[config.mk]
export PLATFORM = sky130hd
export DESIGN_NAME = rpt_trig
export DESIGN_NICKNAME = d
export VERILOG_FILES = /design/src/hdl/rpt_pkg.sv /design/src/hdl/rpt_trig.sv
export SDC_FILE = /design/constraint.sdc
export NUM_CORES = 2
export LEC_CHECK = 0
export BUFFER_PORTS_ARGS = -buffer_cell sky130_fd_sc_hd__buf_2
export CAP_MARGIN = 20
export CORE_MARGIN = 10
export CORE_UTILIZATION = 67
export DETAILED_ROUTE_END_ITERATION = 8
export PLACE_DENSITY = 0.84
export SLEW_MARGIN = 15
export SYNTH_ARGS = -nofsm -noshare
export SYNTH_HDL_FRONTEND = slang
export SYNTH_SLANG_ARGS = --single-unit
[constraint.sdc]
create_clock -name clk -period 15.3 [get_ports clk]
set_input_delay 3.06 -clock clk [delete_from_list [all_inputs] [get_ports clk]]
set_output_delay 3.06 -clock clk [all_outputs]
set_load 0.01 [all_outputs]
[src/hdl/rpt_pkg.sv]
// Shared widths, register indexes, trig types and series reciprocals for the relative pose core.
package rpt_pkg;

	localparam int COORD_WIDTH = 32;
	localparam int ANGLE_WIDTH = 16;

	// pipeline widths
	localparam int DIFF_W = COORD_WIDTH + 1;
	localparam int TRIG_W = 32;
	localparam int PROD_W = DIFF_W + TRIG_W;
	localparam int SUM_W  = PROD_W + 1;
	localparam int FRAC_W = 30;
	localparam int RND_W  = SUM_W - FRAC_W;

	// configuration register indexes
	localparam int CFG_IDX_W = 2;
	localparam logic [CFG_IDX_W-1:0] REG_REF_X     = 2'd0;
	localparam logic [CFG_IDX_W-1:0] REG_REF_Y     = 2'd1;
	localparam logic [CFG_IDX_W-1:0] REG_REF_ANGLE = 2'd2;

	// Q30 trig constants
	localparam logic [30:0] Q_ONE  = 31'h4000_0000;
	localparam logic [31:0] PI_Q30 = 32'd3373259426;
	localparam logic [3:0] LAST_COS_TERM = 4'd4;
	localparam logic [3:0] LAST_SIN_TERM = 4'd8;

	typedef enum logic [2:0] {
		TRIG_IDLE,
		TRIG_X,
		TRIG_X2,
		TRIG_MUL,
		TRIG_DIV,
		TRIG_SIN,
		TRIG_FIN
	} trig_state_t;

	typedef struct packed {
		logic signed [TRIG_W-1:0] sin_v;
		logic signed [TRIG_W-1:0] cos_v;
	} trig_t;

	// Divisors, cosine terms first: 90, 56, 30, 12, 2, then sine terms: 72, 42, 20, 6.
	// Each is replaced by ceil(2^s / k) and a right shift by s, with s = 30 + ceil(log2 k),
	// which is exact for every dividend below 2^30.
	function automatic logic [31:0] series_magic(input logic [3:0] term);
		logic [31:0] m;
		unique case (term)
			4'd0:    m = 32'd1527099484;
			4'd1:    m = 32'd1227133514;
			4'd2:    m = 32'd1145324613;
			4'd3:    m = 32'd1431655766;
			4'd4:    m = 32'd1073741824;
			4'd5:    m = 32'd1908874354;
			4'd6:    m = 32'd1636178018;
			4'd7:    m = 32'd1717986919;
			4'd8:    m = 32'd1431655766;
			default: m = 32'd1073741824;
		endcase
		return m;
	endfunction

	function automatic logic [5:0] series_shift(input logic [3:0] term);
		logic [5:0] s;
		unique case (term)
			4'd0:    s = 6'd37;
			4'd1:    s = 6'd36;
			4'd2:    s = 6'd35;
			4'd3:    s = 6'd34;
			4'd4:    s = 6'd31;
			4'd5:    s = 6'd37;
			4'd6:    s = 6'd36;
			4'd7:    s = 6'd35;
			4'd8:    s = 6'd33;
			default: s = 6'd31;
		endcase
		return s;
	endfunction

endpackage

[src/hdl/rpt_trig.sv]
// Sequential sine and cosine unit for the reference heading, one shared multiplier.
module rpt_trig (
	input  logic                              clk,
	input  logic                              arst_n,
	input  logic                              start,
	input  logic [rpt_pkg::ANGLE_WIDTH-1:0]   angle,
	output logic                              busy,
	output rpt_pkg::trig_t                    trig
);

	localparam int SHIFT_W = 32 - rpt_pkg::ANGLE_WIDTH;
	localparam logic signed [rpt_pkg::TRIG_W-1:0] UNIT_Q30 = rpt_pkg::TRIG_W'(rpt_pkg::Q_ONE);

	rpt_pkg::trig_state_t state_q, state_nxt;

	logic [1:0]  quad_q;
	logic        swap_q;
	logic [30:0] q_q;
	logic [29:0] x_q;
	logic [29:0] x2_q;
	logic [30:0] t_q;
	logic [3:0]  term_q;
	logic [29:0] num_q;
	logic [30:0] cos_raw_q;
	logic [30:0] sin_raw_q;
	rpt_pkg::trig_t trig_q;

	logic [31:0] turn;
	logic [29:0] turn_rem;
	logic [30:0] mul_a;
	logic [31:0] mul_b;
	logic [62:0] prod;
	logic [31:0] magic;
	logic [5:0]  rshift;
	logic [29:0] quo;
	logic signed [rpt_pkg::TRIG_W-1:0] s_sel, c_sel;

	assign turn     = {angle, {SHIFT_W{1'b0}}};
	assign turn_rem = turn[29:0];

	// floor divide by the series constant: multiply by its rounded-up reciprocal
	assign magic  = rpt_pkg::series_magic(term_q);
	assign rshift = rpt_pkg::series_shift(term_q);

	// shared multiplier operand select
	always_comb begin
		mul_a = '0;
		mul_b = '0;
		unique case (state_q)
			rpt_pkg::TRIG_X: begin
				mul_a = q_q;
				mul_b = rpt_pkg::PI_Q30;
			end
			rpt_pkg::TRIG_X2: begin
				mul_a = {1'b0, x_q};
				mul_b = {2'b00, x_q};
			end
			rpt_pkg::TRIG_MUL: begin
				mul_a = t_q;
				mul_b = {2'b00, x2_q};
			end
			rpt_pkg::TRIG_DIV: begin
				mul_a = {1'b0, num_q};
				mul_b = magic;
			end
			rpt_pkg::TRIG_SIN: begin
				mul_a = t_q;
				mul_b = {2'b00, x_q};
			end
			default: begin
				mul_a = '0;
				mul_b = '0;
			end
		endcase
	end

	assign prod = 63'(mul_a) * 63'(mul_b);
	assign quo  = 30'(prod >> rshift);

	// undo the octant swap
	assign s_sel = swap_q ? rpt_pkg::TRIG_W'(cos_raw_q) : rpt_pkg::TRIG_W'(sin_raw_q);
	assign c_sel = swap_q ? rpt_pkg::TRIG_W'(sin_raw_q) : rpt_pkg::TRIG_W'(cos_raw_q);

	always_ff @(posedge clk or negedge arst_n) begin
		if (!arst_n) begin
			state_q <= rpt_pkg::TRIG_IDLE;
		end else begin
			state_q <= state_nxt;
		end
	end

	always_comb begin
		state_nxt = state_q;
		unique case (state_q)
			rpt_pkg::TRIG_IDLE: if (start) state_nxt = rpt_pkg::TRIG_X;
			rpt_pkg::TRIG_X:    state_nxt = rpt_pkg::TRIG_X2;
			rpt_pkg::TRIG_X2:   state_nxt = rpt_pkg::TRIG_MUL;
			rpt_pkg::TRIG_MUL:  state_nxt = rpt_pkg::TRIG_DIV;
			rpt_pkg::TRIG_DIV: begin
				state_nxt = (term_q == rpt_pkg::LAST_SIN_TERM) ?
					rpt_pkg::TRIG_SIN : rpt_pkg::TRIG_MUL;
			end
			rpt_pkg::TRIG_SIN:  state_nxt = rpt_pkg::TRIG_FIN;
			rpt_pkg::TRIG_FIN:  state_nxt = rpt_pkg::TRIG_IDLE;
			default:            state_nxt = rpt_pkg::TRIG_IDLE;
		endcase
	end

	// working registers
	always_ff @(posedge clk) begin
		unique case (state_q)
			rpt_pkg::TRIG_IDLE: begin
				if (start) begin
					quad_q <= turn[31:30];
					swap_q <= turn_rem[29];
					q_q    <= turn_rem[29] ? 31'(rpt_pkg::Q_ONE - {1'b0, turn_rem})
					                       : {1'b0, turn_rem};
				end
			end
			rpt_pkg::TRIG_X: begin
				x_q <= prod[60:31];
			end
			rpt_pkg::TRIG_X2: begin
				x2_q   <= prod[59:30];
				t_q    <= rpt_pkg::Q_ONE;
				term_q <= '0;
			end
			rpt_pkg::TRIG_MUL: begin
				num_q <= prod[59:30];
			end
			rpt_pkg::TRIG_DIV: begin
				term_q <= term_q + 4'd1;
				if (term_q == rpt_pkg::LAST_COS_TERM) begin
					cos_raw_q <= rpt_pkg::Q_ONE - {1'b0, quo};
					t_q       <= rpt_pkg::Q_ONE;
				end else begin
					t_q <= rpt_pkg::Q_ONE - {1'b0, quo};
				end
			end
			rpt_pkg::TRIG_SIN: begin
				sin_raw_q <= prod[60:30];
			end
			default: begin
			end
		endcase
	end

	// published result; reset value is the zero heading
	always_ff @(posedge clk or negedge arst_n) begin
		if (!arst_n) begin
			trig_q.sin_v <= '0;
			trig_q.cos_v <= rpt_pkg::TRIG_W'(rpt_pkg::Q_ONE);
		end else if (state_q == rpt_pkg::TRIG_FIN) begin
			unique case (quad_q)
				2'd0: begin
					trig_q.sin_v <= s_sel;
					trig_q.cos_v <= c_sel;
				end
				2'd1: begin
					trig_q.sin_v <= c_sel;
					trig_q.cos_v <= -s_sel;
				end
				2'd2: begin
					trig_q.sin_v <= -s_sel;
					trig_q.cos_v <= -c_sel;
				end
				default: begin
					trig_q.sin_v <= -c_sel;
					trig_q.cos_v <= s_sel;
				end
			endcase
		end
	end

	assign busy = state_q != rpt_pkg::TRIG_IDLE;
	assign trig = trig_q;

	a_sin_range: assert property (@(posedge clk) disable iff (!arst_n)
		state_q == rpt_pkg::TRIG_FIN |=>
			(trig_q.sin_v <= UNIT_Q30) && (trig_q.sin_v >= -UNIT_Q30))
		else $error("sine left the Q30 unit range");

endmodule

After elaboration in Yosys (flattened, before gate mapping)
Memories as Yosys holds them, arrays and structs flattened. A register that Yosys moved wholly into a read port is not among the register bits.
Cells that the tools add are included.
{"block": "word_totals", "register_bits": 288, "romBits": 544, "inputBits": 19, "output_inout_bits": 65, "elab_cells": 56, "memories": 2}
{"name": "(name not given)", "words": 16, "word_bits": 28, "rd": 1, "rd_clocked_by_memory_dff": 1, "write_ports": 0, "line": "rpt_pkg.sv:47", "text": "unique case (term)"}
{"name": "(name not given)", "words": 16, "word_bits": 6, "rd": 1, "rd_clocked_by_memory_dff": 1, "write_ports": 0, "line": "rpt_pkg.sv:64", "text": "unique case (term)"}
{"block": "op_classes", "n_addsub": 5, "multipliers": 1, "n_eq_ne": 11, "n_shift": 1, "muxes": 14, "reduce_logical": 8}
{"operator": "$pmux 64 s3", "count": 1}
{"operator": "$pmux 32 s4", "count": 1}
{"operator": "$pmux 31 s4", "count": 1}
{"operator": "$mux 31", "count": 3}
{"operator": "$neg 31->32", "count": 2}
{"operator": "$mul 31x32->63", "count": 1}
{"operator": "$shr 63x6->30", "count": 1}
{"operator": "$pmux 31 s2", "count": 1}
{"operator": "$sub 31x30->31 const A", "count": 2}
{"operator": "$mux 29", "count": 1}
{"operator": "$pmux 3 s6", "count": 1}
{"operator": "$eq 3x3->1 const B", "count": 3}
{"operator": "$mux 4", "count": 2}
{"operator": "$pmux 4 s2", "count": 1}
{"operator": "$eq 3x2->1 const B", "count": 2}
{"operator": "$mux 3", "count": 2}
{"operator": "$add 4x1->4 const B", "count": 1}
{"operator": "$eq 4x3->1 const B", "count": 1}
{"operator": "$eq 4x4->1 const B", "count": 1}
{"operator": "$reduce_and 2->1", "count": 2}
{"operator": "$reduce_or 2->1", "count": 2}
{"operator": "$eq 3x1->1 const B", "count": 1}
{"operator": "$logic_not 3->1", "count": 1}
{"operator": "$reduce_bool 3->1", "count": 1}
{"operator": "other kinds (5)", "count": 5}

Logic depth before layout (Yosys ltp)
{"block": "logic_depth", "ltp_word": 8, "mapped_depth": 46, "mapped_depth_nobuf": 38}

Least setup slack after synthesis
No wires, ideal clock.
{"block": "synth_path", "path_kind": "register to register", "startpoint": "reg state_q[0]", "endpoint": "reg cos_raw_q[29], data pin", "setup_ns": 0.278, "arrival_ns": 11.417, "t_required_ns": 15.022, "path_slack_ns": 3.605, "stages_incl_launch_ff": 37, "path_buffers": 6, "synth_period_minus_slack_ns": 11.695, "cell_sequence": "dfrtp_1 clkbuf_1 nor2b_1 and2_1 clkbuf_1 or2_2 clkbuf_1 clkbuf_1 a221o_1 clkbuf_1 nand2_1 fa_1 fa_1 inv_1 fa_1 fa_1 fa_1 fa_1 fa_1 inv_1 fa_1 inv_1 ha_1 buf_2 nand4_1 nor4_1 o31ai_2 a211oi_2 nor3_2 a222oi_1 a21oi_1 a2111oi_4 nand4b_2 nor4_4 nand3b_1 or4b_4 xor2_1"}
{"block": "synth_between", "elab_chain_len": 6, "word_cells_on_any_way": 12, "classes_between": "add/sub: 1; mul: 1; eq/ne: 5; shift: 1; mux: 2; reduce/logical: 2"}
{"item": "start: declaration", "line": "rpt_trig.sv:14", "text": "rpt_pkg::trig_state_t state_q, state_nxt;"}
{"item": "start signal: assignment", "line": "rpt_trig.sv:86", "text": "state_q <= rpt_pkg::TRIG_IDLE;"}
{"item": "start signal: assignment", "line": "rpt_trig.sv:88", "text": "state_q <= state_nxt;"}
{"item": "$eq 3x3->1 or $eq 3x2->1 (tied branches)", "line": "rpt_trig.sv:49", "text": "unique case (state_q)"}
{"item": "$reduce_or 2->1 (no source line)"}
{"item": "$pmux 31 s4 or $pmux 32 s4 (tied branches)", "line": "rpt_trig.sv:49"}
{"item": "$mul 31x32->63 *", "line": "rpt_trig.sv:77", "text": "assign prod = 63'(mul_a) * 63'(mul_b);"}
{"item": "via prod[44]", "line": "rpt_trig.sv:32", "text": "logic [62:0] prod;"}
{"item": "$shr 63x6->30 *", "line": "rpt_trig.sv:78", "text": "assign quo = 30'(prod >> rshift);"}
{"item": "$sub 31x30->31 *", "line": "rpt_trig.sv:134", "text": "cos_raw_q <= rpt_pkg::Q_ONE - {1'b0, quo};"}
{"item": "end signal: assignment", "line": "rpt_trig.sv:134"}
{"item": "end: declaration", "line": "rpt_trig.sv:24", "text": "logic [30:0] cos_raw_q;"}
Mark *: on every way through the listed nets, which the timed path passes. The rest lies on a longest branch.
A chain may end at the register's enable or synchronous reset.

Worst setup path in the final report
{"block": "layout_path", "startpoint": "reg state_q[1]", "endpoint": "reg t_q[23], data pin"}
{"block": "layout_between", "elab_chain_len": 8, "word_cells_on_any_way": 14, "classes_between": "add/sub: 1; mul: 1; eq/ne: 5; shift: 1; mux: 4; reduce/logical: 2"}
{"item": "$eq 3x3->1 or $eq 3x2->1 (tied branches)", "line": "rpt_trig.sv:49"}
{"item": "$reduce_or 2->1 (no source line)"}
{"item": "$pmux 31 s4 or $pmux 32 s4 (tied branches)", "line": "rpt_trig.sv:49"}
{"item": "$mul 31x32->63 *", "line": "rpt_trig.sv:77"}
{"item": "via prod[49]", "line": "rpt_trig.sv:32"}
{"item": "$shr 63x6->30 *", "line": "rpt_trig.sv:78"}
{"item": "$sub 31x30->31 *", "line": "rpt_trig.sv:137", "text": "t_q <= rpt_pkg::Q_ONE - {1'b0, quo};"}
{"item": "$mux 31 *", "line": "rpt_trig.sv:133", "text": "if (term_q == rpt_pkg::LAST_COS_TERM) begin"}
{"item": "$pmux 31 s2 *", "line": "rpt_trig.sv:111", "text": "unique case (state_q)"}
{"item": "end signal: assignment", "line": "rpt_trig.sv:125", "text": "t_q <= rpt_pkg::Q_ONE;"}
{"item": "end signal: assignment", "line": "rpt_trig.sv:135", "text": "t_q <= rpt_pkg::Q_ONE;"}
{"item": "end signal: assignment", "line": "rpt_trig.sv:137"}
{"item": "end: declaration", "line": "rpt_trig.sv:21", "text": "logic [30:0] t_q;"}
Marks and branches as above.

==> metrics.csv <==
stage;metric;value;unit
critical_path;timing.rr.start;state_q[1]$_DFFE_PN0P_;
final_layout;layout-drive-gt1-share;0.0810;
timing;slew_headroom;0.0673;
die;core;79000;um^2
clock_tree;clock_sinks;290;
final_layout;syn2layout_area_growth;5.55;%
logic_synthesis;yosysTopAreaCell;fa_1;
placement;gp_congestion;1.13;
logic_synthesis;ys_ff_latch;290;
clock_tree;htree_levels;1;
timing;tns;0;ns
logic_synthesis;yosysMostFrequentCell;fa_1;
clock_tree;root_buffer;clkbuf_16;
critical_path;arrival;14.98;ns
global_routing;use_met1;0.597;
worst_hold_path;min_delay_path_depth;1;
clock_tree;cts_tree;done;
detailed_routing;vias;50700;
critical_path;cp_slowest_cell;a211oi_1;
detailed_routing;wirelength;218000;um
global_routing;met2_usage;0.670;
die;ios;84;
die;fp-row-count;103;
logic_synthesis;async_flop_share;0.231;
critical_path;max_stage_delay;0.97;ns
clock_tree;clk_pin_slew;0.07;ns
global_routing;busiest_layer;met2;
global_routing;grt_first_pass_wirelength;322000;um
critical_path;path_max_fanout;35;
critical_path;end_kind;register;
clock_tree;clockBufferDepth;3;
detailed_routing;wl_per_cell;30.6;um
critical_path;startpoint_type;register;
placement;io_buffers;83;
worst_hold_path;min_path_type;register to register;
detailed_routing;post-route-drc-count;0;
global_routing;gr-usage-met3;0.192;
clock_tree;post_cts_resized;0;
detailed_routing;dr.pass1.iters;9;
critical_path;reg2regPathDepth;32;
run;cap_violations;0;
die;floorplan.initialDensity;0.677;
placement;placed_cell_area;55400;um^2
worst_hold_path;holdPathEnd;trig[52]$_DFFE_PN0N_;
critical_path;critPathKind;register to register;
detailed_routing;drt_iter0_drc;8490;
logic_synthesis;synth_top_area_frac;0.324;
timing;fin_crit_sh;0.959;
detailed_routing;viasPerCell;7.11;
logic_synthesis;avgSynthCellArea;8.71;um^2
clock_tree;post-cts-setup-buffers;0;
global_routing;grt_pass1_vias;51200;
global_routing;grt_use_total;0.474;
global_routing;grt_max_degree;143;
timing;worstMarginPinSlew;1.40;ns
clock_tree;ctsHoldBuffers;0;
timing;skew;0.0310;ns
die;die_h;302;um
die;die_w;302;um
logic_synthesis;synth_area;53500;um^2
logic_synthesis;synth_edf_count;205;
timing;grt_setup_unrepaired;no;
critical_path;cpMostUsedCell;fa_1;
clock_tree;cts_made_buffers;27;
logic_synthesis;synth_cell_type_count;106;
logic_synthesis;yosys-top-cells-area;fa_1 32%, edfxtp_1 12%, ha_1 6.3%;
detailed_routing;drtAntennaViolNets;0;
global_routing;overflow;0;
critical_path;r2r_slack;0.62;ns
logic_synthesis;ys_seq_area_frac;0.153;
critical_path;r2r_end;t_q[23]$_SDFFCE_PP0N_;
logic_synthesis;ys.flop_type;edfxtp_1;
final_layout;finalInstanceArea;56400;um^2
status;status;complete, no violations;
critical_path;crit_required;15.60;ns
timing;finalHoldViolations;0;
worst_hold_path;min_from;trig[52]$_DFFE_PN0N_;
clock_tree;clock_latency;0.60;ns
die;die-area;91500;um^2
logic_synthesis;ys_top_cells_by_count;866 x fa_1, 857 x inv_1, 795 x nor2_1;
final_layout;nets;7210;
placement;hpwl;172000;um
timing;drv_slew;0;
timing;setup_viol;0;
timing;post-route-min-period;14.68;ns
logic_synthesis;yosysWarnings;0;
timing;max_freq;68.1;MHz
global_routing;antenna_found_initial;23;
logic_synthesis;syn_inst;6138;
-- placed cells by master, fill, tap and decap left out, types with 83 or more instances in the layout --
master    synthesis  layout
edfxtp_1        205     205
a21oi_1         228     227
ha_1            269     269
nor2_1          795     792
inv_1           857     856
fa_1            866     866
o21ai_0         208     207
buf_2            32      83
nor3_1          100     100
buf_4             1     157
mux2i_1         105     104
nand2_1         792     792
-- flip-flops by register name (all words and copies together), names as in the netlist, 3 cells and up --
| signal | flops |
|---|---|
| x2_q | 30 |
| state_q | 3 |
| rshift | 4 |
| x_q | 30 |
| trig | 64 |
| magic | 14 |
| cos_raw_q | 31 |
| t_q | 31 |
| num_q | 30 |
| sin_raw_q | 31 |
| q_q | 15 |
| term_q | 4 |
-- worst max path at each step --
stage,start,end,slack (ns),cells past startpoint
floorplan,state_q[0]$_DFFE_PN0P_,cos_raw_q[29]$_DFFE_PP_,3.60,36
CTS,state_q[1]$_DFFE_PN0P_,t_q[23]$_SDFFCE_PP0N_,1.10,32
finish,state_q[1]$_DFFE_PN0P_,t_q[23]$_SDFFCE_PP0N_,0.62,32
detailed placement,state_q[1]$_DFFE_PN0P_,t_q[23]$_SDFFCE_PP0N_,1.26,32
global route,state_q[1]$_DFFE_PN0P_,t_q[23]$_SDFFCE_PP0N_,0.27,32
global placement,state_q[1]$_DFFE_PN0P_,t_q[23]$_SDFFCE_PP0N_,1.23,33
-- logic make-up (layout without fill, tap and decap cells) --
kind of cell | Yosys count | in the layout | synth area share
other | 2 | 26 | 0.000140
buffers and inverters | 1238 | 1162 | 0.0877
AND/OR/NAND/NOR | 2125 | 2125 | 0.175
adder cells (fa/ha/maj) | 1135 | 1135 | 0.387
XOR/XNOR | 90 | 90 | 0.0147
multiplexers | 184 | 184 | 0.0433
flip-flops | 290 | 290 | 0.153
AO/OA/AOI/OAI | 1074 | 1074 | 0.139
-- worst max-delay path: cells and delay by family, from the launching register on --
| family | cells | cell delay, ns |
|---|---|---|
| flip-flops | 1 | 0.57 |
| adder cells (fa/ha/maj) | 9 | 4.90 |
| multiplexers | 1 | 0.28 |
| AO/OA/AOI/OAI | 6 | 3.41 |
| buffers and inverters | 5 | 0.81 |
| AND/OR/NAND/NOR | 11 | 4.37 |
-- metrics by stage --
step / util / hold WS (ns) / instances / worst slack (ns)
6_report: 0.714 / 0.474 / 7136 / 0.623
5_1_grt: 0.714 / 0.495 / 7127 / 0.274
4_1_cts: 0.713 / 0.476 / 7121 / 1.10
3_5_place_dp: 0.701 / 0.460 / 7071 / 1.26
3_3_place_gp: 0.700 / 0.454 / 7068 / 1.23
2_1_floorplan: - / 0.483 / 6153 / 3.60
-- cell type report --
type / count / area [um^2]
repair buffers: 250 / 1740
well taps: 1050 / 1310
flip-flops and latches: 290 / 8200
clock buffers: 35 / 766
fillers: 5745 / 22600
multi-input cells: 4625 / 40900
diodes: 9 / 22.5
inverters: 862 / 3240
clock inverters: 15 / 200
-- layer usage --
layer | part of all wire | vias to the layer above | wire [um]
met5 | 0.00063 | - | 138
met4 | 0.085 | 18 | 18600
met3 | 0.17 | 1349 | 37600
met2 | 0.41 | 4706 | 88800
met1 | 0.33 | 24500 | 73000
li1 | - | 20200 | -
Power is left out: the tool's default activity adds up to more than one toggle a clock period on the data nets, which glitch-free logic cannot reach.
